## config.mk

```make
export PLATFORM = sky130hd
export DESIGN_NAME = rc4_stream_cipher_top_flat
export DESIGN_NICKNAME = d
export VERILOG_FILES = /design/src/rc4_pkg.sv /design/src/rc4_if.sv /design/src/rc4_seq.sv /design/src/rc4_stream_cipher_top.sv /design/src/flat_wrapper.sv
export SDC_FILE = /design/constraint.sdc
export NUM_CORES = 2
export LEC_CHECK = 0
export BUFFER_PORTS_ARGS = -buffer_cell sky130_fd_sc_hd__buf_4
export CAP_MARGIN = 5
export CELL_PAD_IN_SITES_DETAIL_PLACEMENT = 0
export CELL_PAD_IN_SITES_GLOBAL_PLACEMENT = 1
export CORE_AREA = 2 2 536 538
export CTS_BUF_LIST = sky130_fd_sc_hd__clkbuf_16
export CTS_CLUSTER_DIAMETER = 30
export DETAILED_ROUTE_END_ITERATION = 16
export DIE_AREA = 0 0 538 540
export HOLD_SLACK_MARGIN = 0.08
export PLACE_DENSITY = 0.87
export SKIP_CTS_REPAIR_TIMING = 1
export SLEW_MARGIN = 25
export SYNTH_ARGS = -nofsm -noshare
export SYNTH_HDL_FRONTEND = slang
export SYNTH_SLANG_ARGS = --single-unit
```

## constraint.sdc

```tcl
create_clock -name clk -period 10.15 [get_ports clk]
set_input_delay 2.03 -clock clk [delete_from_list [all_inputs] [get_ports clk]]
set_output_delay 2.03 -clock clk [all_outputs]
set_load 0.05 [all_outputs]
```

## src/rc4_pkg.sv

```systemverilog
// Shared types, codes and sizes for the RC4 engine.
package rc4_pkg;

	localparam int MAX_KEY_BYTES = 256;
	localparam int PERM_SIZE     = 256;
	localparam int PERM_AW       = 8;
	localparam int KEY_AW        = (MAX_KEY_BYTES > 1) ? $clog2(MAX_KEY_BYTES) : 1;
	localparam int KEY_CNT_W     = $clog2(MAX_KEY_BYTES + 1);

	localparam logic [PERM_AW-1:0]   PERM_LAST   = PERM_AW'(PERM_SIZE - 1);
	localparam logic [KEY_CNT_W-1:0] KEY_CNT_MAX = KEY_CNT_W'(MAX_KEY_BYTES);

	localparam logic REQ_KEY  = 1'b0;
	localparam logic REQ_DATA = 1'b1;

	localparam logic [1:0] STATUS_DATA = 2'd0;
	localparam logic [1:0] STATUS_KEY  = 2'd1;
	localparam logic [1:0] STATUS_PASS = 2'd2;

	typedef struct packed {
		logic       req_type;
		logic [7:0] byte_value;
		logic       last;
	} req_t;

	typedef struct packed {
		logic [7:0] out_byte;
		logic [1:0] status;
		logic       last_out;
	} res_t;

endpackage

```

## src/rc4_if.sv

```systemverilog
// Valid/ready channel interfaces for the RC4 command and result streams.
interface rc4_cmd_if;
	logic       valid;
	logic       ready;
	logic       req_type;
	logic [7:0] byte_value;
	logic       last;

	modport source (output valid, req_type, byte_value, last, input ready);
	modport sink (input valid, req_type, byte_value, last, output ready);
endinterface

interface rc4_res_if;
	logic       valid;
	logic       ready;
	logic [7:0] out_byte;
	logic [1:0] status;
	logic       last_out;

	modport source (output valid, out_byte, status, last_out, input ready);
	modport sink (input valid, out_byte, status, last_out, output ready);
endinterface

```

## src/rc4_seq.sv

```systemverilog
// RC4 sequencer: permutation and key memories driven through one shared byte adder.
module rc4_seq
	import rc4_pkg::*;
(
	input  logic clk,
	input  logic arst_n,
	input  logic start,
	input  req_t req,
	output logic idle,
	output logic res_valid,
	output res_t res,
	input  logic res_take
);

	typedef enum logic [11:0] {
		ST_IDLE    = 12'b000000000001,
		ST_FILL    = 12'b000000000010,
		ST_KS_RD_I = 12'b000000000100,
		ST_KS_RD_J = 12'b000000001000,
		ST_KS_WR_I = 12'b000000010000,
		ST_KS_WR_J = 12'b000000100000,
		ST_D_RD_I  = 12'b000001000000,
		ST_D_RD_J  = 12'b000010000000,
		ST_D_WR_I  = 12'b000100000000,
		ST_D_WR_J  = 12'b001000000000,
		ST_D_RD_K  = 12'b010000000000,
		ST_DONE    = 12'b100000000000
	} state_t;

	state_t state_q;

	logic [7:0] perm_mem [PERM_SIZE];
	logic [7:0] key_mem [MAX_KEY_BYTES];

	logic [PERM_AW-1:0]   perm_addr;
	logic [7:0]           perm_wdata;
	logic                 perm_we;
	logic                 perm_re;
	logic [7:0]           perm_rdata_q;
	logic                 key_we;
	logic                 key_re;
	logic [7:0]           key_rdata_q;

	logic [KEY_CNT_W-1:0] key_count_q;
	logic [KEY_AW-1:0]    kpos_q;
	logic [KEY_CNT_W-1:0] kpos_inc;
	logic [PERM_AW-1:0]   n_q;
	logic [7:0]           i_q;
	logic [7:0]           j_q;
	logic                 keyed_q;
	logic [7:0]           si_q;
	logic [7:0]           sj_q;
	logic [7:0]           byte_q;
	logic                 last_q;
	logic [1:0]           status_q;

	logic [7:0] op_a;
	logic [7:0] op_b;
	logic [7:0] op_c;
	logic [9:0] sum_full;
	logic [7:0] sum;

	// Shared byte adder: key schedule j update, i increment, j update, keystream index.
	always_comb begin
		op_a = '0;
		op_b = '0;
		op_c = '0;
		unique case (state_q)
			ST_KS_RD_J: begin
				op_a = j_q;
				op_b = perm_rdata_q;
				op_c = key_rdata_q;
			end
			ST_D_RD_I: begin
				op_a = i_q;
				op_b = 8'd1;
			end
			ST_D_RD_J: begin
				op_a = j_q;
				op_b = perm_rdata_q;
			end
			ST_D_RD_K: begin
				op_a = si_q;
				op_b = sj_q;
			end
			default: begin
				op_a = '0;
			end
		endcase
	end

	assign sum_full = {2'b00, op_a} + {2'b00, op_b} + {2'b00, op_c};
	assign sum      = sum_full[7:0];
	assign kpos_inc = KEY_CNT_W'(kpos_q) + KEY_CNT_W'(1);

	// Memory port control.
	always_comb begin
		perm_addr  = n_q;
		perm_wdata = perm_rdata_q;
		perm_we    = 1'b0;
		perm_re    = 1'b0;
		unique case (state_q) inside
			ST_FILL: begin
				perm_wdata = n_q;
				perm_we    = 1'b1;
			end
			ST_KS_RD_I: begin
				perm_re = 1'b1;
			end
			ST_KS_RD_J: begin
				perm_addr = sum;
				perm_re   = 1'b1;
			end
			ST_KS_WR_I: begin
				perm_we = 1'b1;
			end
			ST_KS_WR_J: begin
				perm_addr  = j_q;
				perm_wdata = si_q;
				perm_we    = 1'b1;
			end
			ST_D_RD_I, ST_D_RD_K: begin
				perm_addr = sum;
				perm_re   = 1'b1;
			end
			ST_D_RD_J: begin
				perm_addr = sum;
				perm_re   = 1'b1;
			end
			ST_D_WR_I: begin
				perm_addr = i_q;
				perm_we   = 1'b1;
			end
			ST_D_WR_J: begin
				perm_addr  = j_q;
				perm_wdata = si_q;
				perm_we    = 1'b1;
			end
			default: begin
				perm_we = 1'b0;
			end
		endcase
	end

	assign key_we = start && (req.req_type == REQ_KEY) && (key_count_q < KEY_CNT_MAX);
	assign key_re = (state_q == ST_KS_RD_I);

	always_ff @(posedge clk) begin
		if (perm_we) begin
			perm_mem[perm_addr] <= perm_wdata;
		end
		if (perm_re) begin
			perm_rdata_q <= perm_mem[perm_addr];
		end
	end

	always_ff @(posedge clk) begin
		if (key_we) begin
			key_mem[key_count_q[KEY_AW-1:0]] <= req.byte_value;
		end
		if (key_re) begin
			key_rdata_q <= key_mem[kpos_q];
		end
	end

	// Sequencer and index registers.
	always_ff @(posedge clk or negedge arst_n) begin
		if (!arst_n) begin
			state_q     <= ST_IDLE;
			key_count_q <= '0;
			keyed_q     <= 1'b0;
			i_q         <= '0;
			j_q         <= '0;
			n_q         <= '0;
			kpos_q      <= '0;
		end else begin
			unique case (state_q)
				ST_IDLE: begin
					if (start) begin
						if (req.req_type == REQ_KEY) begin
							if (key_count_q < KEY_CNT_MAX) begin
								key_count_q <= key_count_q + KEY_CNT_W'(1);
							end
							if (req.last) begin
								n_q     <= '0;
								j_q     <= '0;
								kpos_q  <= '0;
								state_q <= ST_FILL;
							end
						end else if (keyed_q) begin
							state_q <= ST_D_RD_I;
						end else begin
							state_q <= ST_DONE;
						end
					end
				end
				ST_FILL: begin
					n_q <= n_q + PERM_AW'(1);
					if (n_q == PERM_LAST) begin
						state_q <= ST_KS_RD_I;
					end
				end
				ST_KS_RD_I: begin
					state_q <= ST_KS_RD_J;
				end
				ST_KS_RD_J: begin
					j_q     <= sum;
					state_q <= ST_KS_WR_I;
				end
				ST_KS_WR_I: begin
					state_q <= ST_KS_WR_J;
				end
				ST_KS_WR_J: begin
					n_q <= n_q + PERM_AW'(1);
					if (kpos_inc >= key_count_q) begin
						kpos_q <= '0;
					end else begin
						kpos_q <= kpos_inc[KEY_AW-1:0];
					end
					if (n_q == PERM_LAST) begin
						i_q         <= '0;
						j_q         <= '0;
						keyed_q     <= 1'b1;
						key_count_q <= '0;
						state_q     <= ST_DONE;
					end else begin
						state_q <= ST_KS_RD_I;
					end
				end
				ST_D_RD_I: begin
					i_q     <= sum;
					state_q <= ST_D_RD_J;
				end
				ST_D_RD_J: begin
					j_q     <= sum;
					state_q <= ST_D_WR_I;
				end
				ST_D_WR_I: begin
					state_q <= ST_D_WR_J;
				end
				ST_D_WR_J: begin
					state_q <= ST_D_RD_K;
				end
				ST_D_RD_K: begin
					state_q <= ST_DONE;
				end
				ST_DONE: begin
					if (res_take) begin
						state_q <= ST_IDLE;
					end
				end
				default: begin
					state_q <= ST_IDLE;
				end
			endcase
		end
	end

	// Item payload and swap operands.
	always_ff @(posedge clk) begin
		if (start) begin
			byte_q <= req.byte_value;
			last_q <= req.last;
			if (req.req_type == REQ_KEY) begin
				status_q <= STATUS_KEY;
			end else if (keyed_q) begin
				status_q <= STATUS_DATA;
			end else begin
				status_q <= STATUS_PASS;
			end
		end
		if (state_q == ST_KS_RD_J || state_q == ST_D_RD_J) begin
			si_q <= perm_rdata_q;
		end
		if (state_q == ST_D_WR_I) begin
			sj_q <= perm_rdata_q;
		end
	end

	assign idle      = (state_q == ST_IDLE);
	assign res_valid = (state_q == ST_DONE);

	always_comb begin
		res.status   = status_q;
		res.last_out = last_q;
		case (status_q)
			STATUS_DATA: res.out_byte = byte_q ^ perm_rdata_q;
			STATUS_PASS: res.out_byte = byte_q;
			default:     res.out_byte = '0;
		endcase
	end

endmodule

```

## src/rc4_stream_cipher_top.sv

```systemverilog
// Top level of the RC4 engine: channel handshakes and the result register.
//
// Channel  Modport  Transfer carries
// -------  -------  -------------------------------------------------
// cmd      sink     req_type, byte_value, last (key byte or data byte)
// result   source   out_byte, status, last_out
//
// A key byte without last is stored while the key memory has room and leaves the
// engine idle. A data byte passes through the accepting cycle, five steps of the
// single-port permutation memory (read S[i], read S[j], two swap writes, read the
// keystream byte) and the result cycle. A data byte that arrives before any key
// goes straight to the result cycle. A final key byte runs an identity fill of
// all 256 entries and then 256 schedule steps of four memory steps each.
// Reset is asynchronous and active low; it clears the indices, the key count
// and the keyed flag. The memories are not cleared.
// A finished result moves into the output register, so the engine can take the
// next transfer while that result waits; a full, stalled output register holds
// the engine in its result state.
module rc4_stream_cipher_top
	import rc4_pkg::*;
(
	input  logic clk,
	input  logic arst_n,
	rc4_cmd_if.sink   cmd,
	rc4_res_if.source result
);

	logic start;
	req_t req;
	logic idle;
	logic res_valid;
	res_t res;
	logic res_take;
	logic out_valid_q;
	res_t out_q;

	// Commands are taken only while the sequencer is idle.
	assign cmd.ready = idle;
	assign start     = cmd.valid && idle;

	assign req.req_type   = cmd.req_type;
	assign req.byte_value = cmd.byte_value;
	assign req.last       = cmd.last;

	rc4_seq u_seq (
		.clk       (clk),
		.arst_n    (arst_n),
		.start     (start),
		.req       (req),
		.idle      (idle),
		.res_valid (res_valid),
		.res       (res),
		.res_take  (res_take)
	);

	// The output register loads when it is empty or being drained this cycle.
	assign res_take = res_valid && (!out_valid_q || result.ready);

	always_ff @(posedge clk or negedge arst_n) begin
		if (!arst_n) begin
			out_valid_q <= 1'b0;
		end else if (res_take) begin
			out_valid_q <= 1'b1;
		end else if (result.ready) begin
			out_valid_q <= 1'b0;
		end
	end

	always_ff @(posedge clk) begin
		if (res_take) begin
			out_q <= res;
		end
	end

	assign result.valid    = out_valid_q;
	assign result.out_byte = out_q.out_byte;
	assign result.status   = out_q.status;
	assign result.last_out = out_q.last_out;

endmodule
```

## src/flat_wrapper.sv

```systemverilog
// flat-port wrapper written by rule: the top's interface ports become plain ports
module rc4_stream_cipher_top_flat import rc4_pkg::*;
  (clk, arst_n, cmd_valid, cmd_req_type, cmd_byte_value, cmd_last, cmd_ready, result_valid, result_out_byte, result_status, result_last_out, result_ready);
  rc4_cmd_if cmd_i ();
  rc4_res_if result_i ();
  input  logic clk;
  input  logic arst_n;
  input wire logic [$bits(cmd_i.valid)-1:0] cmd_valid;
  input wire logic [$bits(cmd_i.req_type)-1:0] cmd_req_type;
  input wire logic [$bits(cmd_i.byte_value)-1:0] cmd_byte_value;
  input wire logic [$bits(cmd_i.last)-1:0] cmd_last;
  output wire logic [$bits(cmd_i.ready)-1:0] cmd_ready;
  output wire logic [$bits(result_i.valid)-1:0] result_valid;
  output wire logic [$bits(result_i.out_byte)-1:0] result_out_byte;
  output wire logic [$bits(result_i.status)-1:0] result_status;
  output wire logic [$bits(result_i.last_out)-1:0] result_last_out;
  input wire logic [$bits(result_i.ready)-1:0] result_ready;
  assign cmd_i.valid = cmd_valid;
  assign cmd_i.req_type = cmd_req_type;
  assign cmd_i.byte_value = cmd_byte_value;
  assign cmd_i.last = cmd_last;
  assign cmd_ready = cmd_i.ready;
  assign result_valid = result_i.valid;
  assign result_out_byte = result_i.out_byte;
  assign result_status = result_i.status;
  assign result_last_out = result_i.last_out;
  assign result_i.ready = result_ready;
  rc4_stream_cipher_top u_core (.clk(clk), .arst_n(arst_n), .cmd(cmd_i), .result(result_i));
endmodule
```

== Yosys cells after proc, flatten, opt, wreduce, memory -nomap -nowiden ==
Memories as Yosys holds them, arrays and structs flattened. A register that Yosys moved wholly into a read port is not among the register bits.
Index checks and enable logic that the tools add are counted.

* Add/subtract/negate cells: 5
* $lt $le $gt $ge: 2
* Equal/unequal tests: 22
* Muxes and demuxes: 37
* Bitwise logic cells: 2
* Reductions and logical operators: 26

{| class="wikitable"
|+ Operator list
! kind !! count
|-
| case mux 12 bit (12 select lines) || 1
|-
| case mux 8 bit (3 select lines) || 4
|-
| 2-to-1 mux 12 bit || 7
|-
| case mux 8 bit (2 select lines) || 5
|-
| 2-to-1 mux 8 bit || 6
|-
| 2-to-1 mux 9 bit || 4
|-
| case mux 9 bit (2 select lines) || 1
|-
| adder 8 bit || 2
|-
| equality test 12 x 1 -> 1 bit, second input constant || 1
|-
| equality test 12 x 10 -> 1 bit, second input constant || 1
|-
| equality test 12 x 11 -> 1 bit, second input constant || 1
|-
| equality test 12 bit, second input constant || 1
|-
| equality test 12 x 2 -> 1 bit, second input constant || 1
|-
| equality test 12 x 3 -> 1 bit, second input constant || 1
|-
| equality test 12 x 4 -> 1 bit, second input constant || 1
|-
| equality test 12 x 5 -> 1 bit, second input constant || 1
|-
| equality test 12 x 6 -> 1 bit, second input constant || 1
|-
| equality test 12 x 7 -> 1 bit, second input constant || 1
|-
| equality test 12 x 8 -> 1 bit, second input constant || 1
|-
| equality test 12 x 9 -> 1 bit, second input constant || 1
|-
| AND reduction 4 bit || 3
|-
| inequality test 2 bit, second input constant || 5
|-
| AND reduction 5 bit || 2
|-
| OR reduction 5 bit || 2
|-
| 22 further kinds || 40
|}

* Register bits after elaboration: 93
* Bits in writable memories: 4,096
* Bits of input ports: 14
* Output and inout port bits: 13
* Logic and storage cells: 112
* Memories: 2

{| class="wikitable"
|+ Memories
! memory !! depth !! bits a word !! read ports !! clocked after Yosys merged registers in !! write ports !! line !! source
|-
| u_core.u_seq.key_mem || 256 || 8 || 1 || 1 || 1 || rc4_seq.sv:33 || <nowiki>logic [7:0] key_mem [MAX_KEY_BYTES];</nowiki>
|-
| u_core.u_seq.perm_mem || 256 || 8 || 1 || 1 || 1 || rc4_seq.sv:32 || <nowiki>logic [7:0] perm_mem [PERM_SIZE];</nowiki>
|}

== Longest topological paths before layout ==
* Depth after elaboration: 6
* Depth in mapped cells: 27
* Gate-level depth less buffers: 23

== By module ==
A second synthesis with hierarchy kept.

* Cells, all modules: 9,499
* Area, all modules: 166,095.5 sq um

{| class="wikitable"
|+ By module, submodules not included
! module !! instances !! cells an instance !! area each (sq um) !! sequential area each (sq um)
|-
| rc4_seq || 1 || 9,483 || 165,715.2 || 125,641.8
|-
| rc4_stream_cipher_top || 1 || 16 || 380.4 || 355.3
|}

== Worst setup path after synthesis ==
OpenSTA, ideal clock, no wires.

* Path kind: register -> register
* Start: register u_core.u_seq.state_q[5]
* End: memory u_core.u_seq.perm_mem[38][0] (enable)
* Setup time: 0.370 ns
* Arrival: 5.645 ns
* Data required time: 9.780 ns
* Setup slack: 4.135 ns
* Cell stages (with the launch flop): 28
* Buffers on the path: 6
* Period minus slack after synthesis: 6.015 ns
* Cells stage by stage: dfrtp_1 > buf_2 > nor4_2 > nand2_1 > nor2_1 > nand3_1 > inv_1 > clkbuf_1 > clkbuf_1 > a22o_1 > fa_1 > ha_1 > inv_1 > fa_1 > inv_1 > a21oi_1 > o21bai_1 > a21o_1 > a21oi_1 > xor2_1 > xnor2_1 > o211ai_2 > a21o_1 > buf_2 > or2_2 > clkbuf_1 > buf_2 > nor2_1

* Word-level cells in the longest chain between the ends: 6
* Elaborated cells between the ends (all ways): 22
* Classes of those cells: 2 x add/sub; 9 x eq/ne; 7 x mux; 4 x reduce/logical

{| class="wikitable"
|+ RTL lines
! element !! line !! source
|-
| start, declared || rc4_seq.sv:30 || <nowiki>state_t state_q;</nowiki>
|-
| start signal, assigned || rc4_seq.sv:169 || <nowiki>state_q <= ST_IDLE;</nowiki>
|-
| start signal, assigned || rc4_seq.sv:188 || <nowiki>state_q <= ST_FILL;</nowiki>
|-
| start signal, assigned || rc4_seq.sv:191 || <nowiki>state_q <= ST_D_RD_I;</nowiki>
|-
| equality test 12 x 4 -> 1 bit / equality test 12 x 8 -> 1 bit (equally long branches) || rc4_seq.sv:68 || <nowiki>unique case (state_q)</nowiki>
|-
| OR reduction 2 bit (no line) || - ||
|-
| case mux 8 bit (3 select lines) || rc4_seq.sv:68 ||
|-
| adder 8 bit (2 in a row) || rc4_seq.sv:92 || <nowiki>assign sum_full = {2'b00, op_a} + {2'b00, op_b} + {2'b00, op_c};</nowiki>
|-
| case mux 8 bit (3 select lines) || rc4_seq.sv:102 || <nowiki>unique case (state_q) inside</nowiki>
|-
| end, declared || rc4_seq.sv:32 ||
|}

Parallel ways exist; a longest one is shown, timed or not.

== Worst setup path after layout ==
* Start: register u_core.u_seq.state_q[5]
* End: register u_core.u_seq.perm_rdata_q[3] (read register of u_core.u_seq.perm_mem), data pin

* Word-level cells in the longest chain between the ends: 6
* Elaborated cells between the ends (all ways): 19
* Classes of those cells: 2 x add/sub; 8 x eq/ne; 5 x mux; 4 x reduce/logical

{| class="wikitable"
|+ RTL lines
! element !! line !! source
|-
| equality test 12 x 4 -> 1 bit / equality test 12 x 8 -> 1 bit (equally long branches) || rc4_seq.sv:68 ||
|-
| OR reduction 2 bit (no line) || - ||
|-
| case mux 8 bit (3 select lines) || rc4_seq.sv:68 ||
|-
| adder 8 bit (2 in a row) || rc4_seq.sv:92 ||
|-
| case mux 8 bit (3 select lines) || rc4_seq.sv:102 ||
|-
| end, declared || rc4_seq.sv:39 || <nowiki>logic [7:0] perm_rdata_q;</nowiki>
|}

Parallel ways exist; a longest one is shown, timed or not.
A chain may end at the register's enable or synchronous reset.

==> impl_summary.md <==
Outcome
The run finished with clean final reports.

Floorplanning
The core box area is 0.284 mm². The initial utilization of the core area, before any placement, comes to 0.588. Measured along the y axis, the die boundary spans 540 µm. The die covers 0.291 mm². The floorplan has 196 rows.

The horizontal die dimension is 538 µm. The boundary pin count is 27.

Pwr
The clock power share is 0.535. Dividing total power by cell area gives a power density of 214 mW/mm². The sequential cell fraction of total power is 0.461.

The leakage power summed over all cells is 62.0 nW. Across the VDD grid, the largest voltage drop is 0.265 mV. The switching fraction of total power is 0.202.

The net switching power is 0.00831 W. The share of power burned in combinational logic is 0.004. The internal portion of the total power is 0.0328 W.

Setup path
The maximum fanout along the worst path is 40. The launching element type of the critical path is a flop. The critical path is of the reg2reg type. The worst setup path is captured at a flop. The arrival time of the worst setup path is 8620 ps. At the worst endpoint, the required time is 10770 ps.

Synthesis
The count of warnings emitted by yosys is 0. The most instantiated flip-flop cell in the synthesis netlist is edfxtp_1. The synthesized design contains 4150 enable-type register cells. The register bit total from synthesis is 4205.

The sequential cell area fraction in the yosys report is 0.754. Yosys mapped the design onto 77 distinct sky130hd cell types. The mean cell area of the mapped netlist is 15.4 µm². The post-synthesis net count is 10871.

Counting every instance in the synthesized netlist gives 10828. The async set-reset flop share out of synthesis is 0.0131. The synthesized area is 0.167 mm².

Timing
The final worst clock skew is 60.9 ps. Counting I/O delays and the setup requirement, the final critical path takes 7990 ps. The top achievable clock speed is 125 MHz.

In the post-route analysis, the smallest setup slack over all paths is 2160 ps. The count of pins over their slew limit is 0. The final count of hold timing violations is 0. For the pin with the worst max-slew slack, the measured transition is 1210 ps. Setup repair after global routing left no endpoint under its margin. The total negative slack is 0 ps. The share of the cycle needed by the critical path after routing is 0.788. Setup violations remaining at the end of the flow were counted as 0. The worst slew margin relative to its limit is 0.195. Hold is met by 426 ps.

GRT
The number of global-route vias before repair is 98741. For this run, the total global-route usage over all layers was measured as 0.307. Entering global routing, the biggest net connects 220 pins. Summed over all layers, the global routing overflow is 0. The first global-routing pass estimated 660000 µm of wire. The initial antenna violation count is 14.

Layout
The final instance area is 0.192 mm². The final layout contains 10940 nets. At the end of the flow the core is filled with cells to 0.675. In the final layout, the multi-input gates occupy 0.0378 mm².

The area used by sequential logic in the layout is 0.126 mm². The number of filler instances in the final layout is 17956. In the final layout, the share of cells above drive strength 1 is 0.141.

From synthesis to final layout, the design area changed by 14.8%.

Clock tree
The H-tree depth is 6. The count of clock tree sinks is 4205. After clock tree synthesis, the clock-pin slew on the worst setup and hold paths is 50 ps. The buffer depth of the longest clock path is 4. The clock root buffer master is clkbuf_16. The total clock buffers created by CTS is 634. The clock latency on the worst-skew pair is 970 ps. The CTS tree is built.

Placement
Detailed placement finished with a half-perimeter wire length of 248000 µm. The global placement routability congestion is 0.888. During placement, the flow inserted port buffers numbering 26.

The total placed instance area is 0.170 mm². Timing analysis after detailed placement gives a worst setup slack of 2420 ps.

Route
The routed design has 451000 µm of wire. After detailed routing, the average wire length per cell comes to 29.7 µm. The detailed-route via count is 100659. After the first detailed-routing iteration, the DRC count stood at 14799. The number of DRC violations after detailed routing is 0. Dividing the detail-routed via count by the number of cells gives 6.63.

The first TritonRoute pass finished after 8 iterations. The number of routed nets with antenna violations is 0.

Hold path
The worst min-delay path class is reg2reg.

Flow run
Max-cap violations in this run came to 0.
[cells in the mapped netlist (8+ instances only)]
library cell | n | area (µm²)
clkbuf_1 | 320 | 1200
a32oi_1 | 13 | 114
buf_4 | 56 | 420
dfrtp_1 | 54 | 1350
nand4_1 | 8 | 50.1
mux2i_1 | 507 | 5070
and3_1 | 58 | 363
ha_1 | 21 | 263
nand2_1 | 2110 | 7920
a221oi_1 | 31 | 272
buf_6 | 28 | 315
fa_1 | 8 | 160
a211oi_1 | 40 | 300
or2_2 | 12 | 75.1
nor2_1 | 581 | 2180
a31oi_1 | 375 | 2350
o22ai_1 | 133 | 832
a22o_1 | 13 | 114
nand2b_1 | 10 | 62.6
a311oi_1 | 44 | 385
a21o_1 | 12 | 90.1
buf_2 | 239 | 1200
inv_1 | 29 | 109
xnor2_1 | 19 | 166
nor2b_1 | 12 | 75.1
or4_1 | 8 | 60.1
o31ai_1 | 8 | 60.1
nand3_1 | 516 | 2580
xor2_1 | 14 | 123
a21oi_1 | 392 | 1960
mux4_2 | 322 | 7250
and2_1 | 11 | 68.8
buf_1 | 88 | 330
o221ai_1 | 241 | 2110
o21ai_0 | 46 | 230
or3_1 | 24 | 150
a22oi_1 | 164 | 1230
nor4_1 | 18 | 113
edfxtp_1 | 4150 | 125000
nor3_1 | 24 | 120
[metrics by stage]
stage	power, W	instances
finish	0.0411	15180
detailed placement	0.0195	14021
global placement	0.0194	14021
CTS	0.0412	15170
global route	0.0419	15173
floorplan	0.0193	10828
[flip-flops by register name, summed over array words and instances, names as in the netlist, 9 cells and up]
name	flops
u_core.u_seq.key_count_q	9
u_core.u_seq.perm_mem	2048
u_core.u_seq.key_mem	2048
u_core.u_seq.state_q	12
[final timing paths]
path | start | end | slack (ps) | cells after the start
setup / recovery | u_core.u_seq.state_q[5]$_DFFE_PN0P_ | u_core.u_seq.perm_rdata_q[3]$_DFFE_PP_ | 2160 | 23
min in group asynchronous | arst_n | u_core.result.valid$_DFFE_PN0P_ | 1160 | 1
max in group asynchronous | arst_n | u_core.u_seq.kpos_q[3]$_DFFE_PN0P_ | 8290 | 1
hold / removal | u_core.u_seq.last_q$_DFFE_PP_ | u_core.result.last_out$_DFFE_PP_ | 430 | 0
hold reg to reg | u_core.u_seq.last_q$_DFFE_PP_ | u_core.result.last_out$_DFFE_PP_ | 430 | 0
setup reg to reg | u_core.u_seq.state_q[5]$_DFFE_PN0P_ | u_core.u_seq.perm_rdata_q[3]$_DFFE_PP_ | 2160 | 23
[power by group through the flow]
stage	Combinational (W)	Sequential (W)	Clock [W]
after global routing	0.000173	0.0189	0.0228
final	0.000163	0.0189	0.0220
after CTS	0.000160	0.0189	0.0221
after floorplan	0.000000518	0.0193	0
after detailed placement	0.000159	0.0193	0
after global placement	0.000146	0.0193	0
[cells in the final DEF (no fill, tap or decap), types with 13 or more instances in the layout]
cell        Yosys  routed
edfxtp_1     4150    4150
nand2_1      2110    2088
clkbuf_16       0     644
nor2_1        581     575
nand3_1       516     511
mux2i_1       507     507
a21oi_1       392     392
a31oi_1       375     375
mux4_2        322     322
o221ai_1      241     241
a22oi_1       164     164
o22ai_1       133     133
buf_4          56     125
clkinv_2        0     100
bufinv_16       0      84
clkinv_1        0      81
inv_1          29      69
clkinvlp_4      0      66
inv_6           0      65
and3_1         58      58
dfrtp_1        54      48
o21ai_0        46      46
a311oi_1       44      44
a211oi_1       40      40
clkinv_4        0      39
a221oi_1       31      31
buf_12          0      25
nor3_1         24      23
or3_1          24      23
ha_1           21      21
xnor2_1        19      19
nand2_4         1      17
nor4_1         18      17
xor2_1         14      14
a22o_1         13      13
a32oi_1        13      13
[critical path: stages, from the launching register on]
cell and delay, ps:
dfrtp_1 490, nor4_2 480, nand2_1 200, nor2_1 230
nand3_1 260, inv_1 430, buf_4 300, a222oi_1 140
inv_1 140, fa_1 190, ha_1 180, inv_1 70
fa_1 450, xor2_1 270, o221ai_1 290, mux2_4 420
nand2_4 530, buf_4 580, a31oi_1 90, a22oi_1 300
a21oi_1 210, or3_1 500, o31ai_1 850, a211oi_2 40
[per-layer routing]
metal | vias to the layer above | wire, µm | global-route usage
li1 | 42077 | - | -
met5 | - | 119 | 0
met3 | 1202 | 48600 | 0.0614
met4 | 18 | 24700 | 0.151
met1 | 50335 | 163000 | 0.414
met2 | 7027 | 215000 | 0.481
[final cells by class]
| type | count | area share |
|---|---|---|
| tap | 3762 | 0.0245 |
| clock inverter | 505 | 0.0285 |
| sequential | 4205 | 0.657 |
| clock buffer | 644 | 0.0840 |
| antenna | 8 | 0.000104 |
| multi-input combinational | 5862 | 0.197 |
| timing repair buffer | 164 | 0.00859 |
| inverter | 30 | 0.000600 |
[logic make-up after synthesis]
family / Yosys count / synth area share
DFF: 4205 / 0.754
and+or+nand+nor: 3424 / 0.0845
AOI/OAI and AO/OA: 1542 / 0.0620
muxes: 834 / 0.0742
buffers and inverters: 761 / 0.0214
xor gates and xnor gates: 33 / 0.00173
adders and majority gates: 29 / 0.00253
Power figures use the tool's default switching activity.
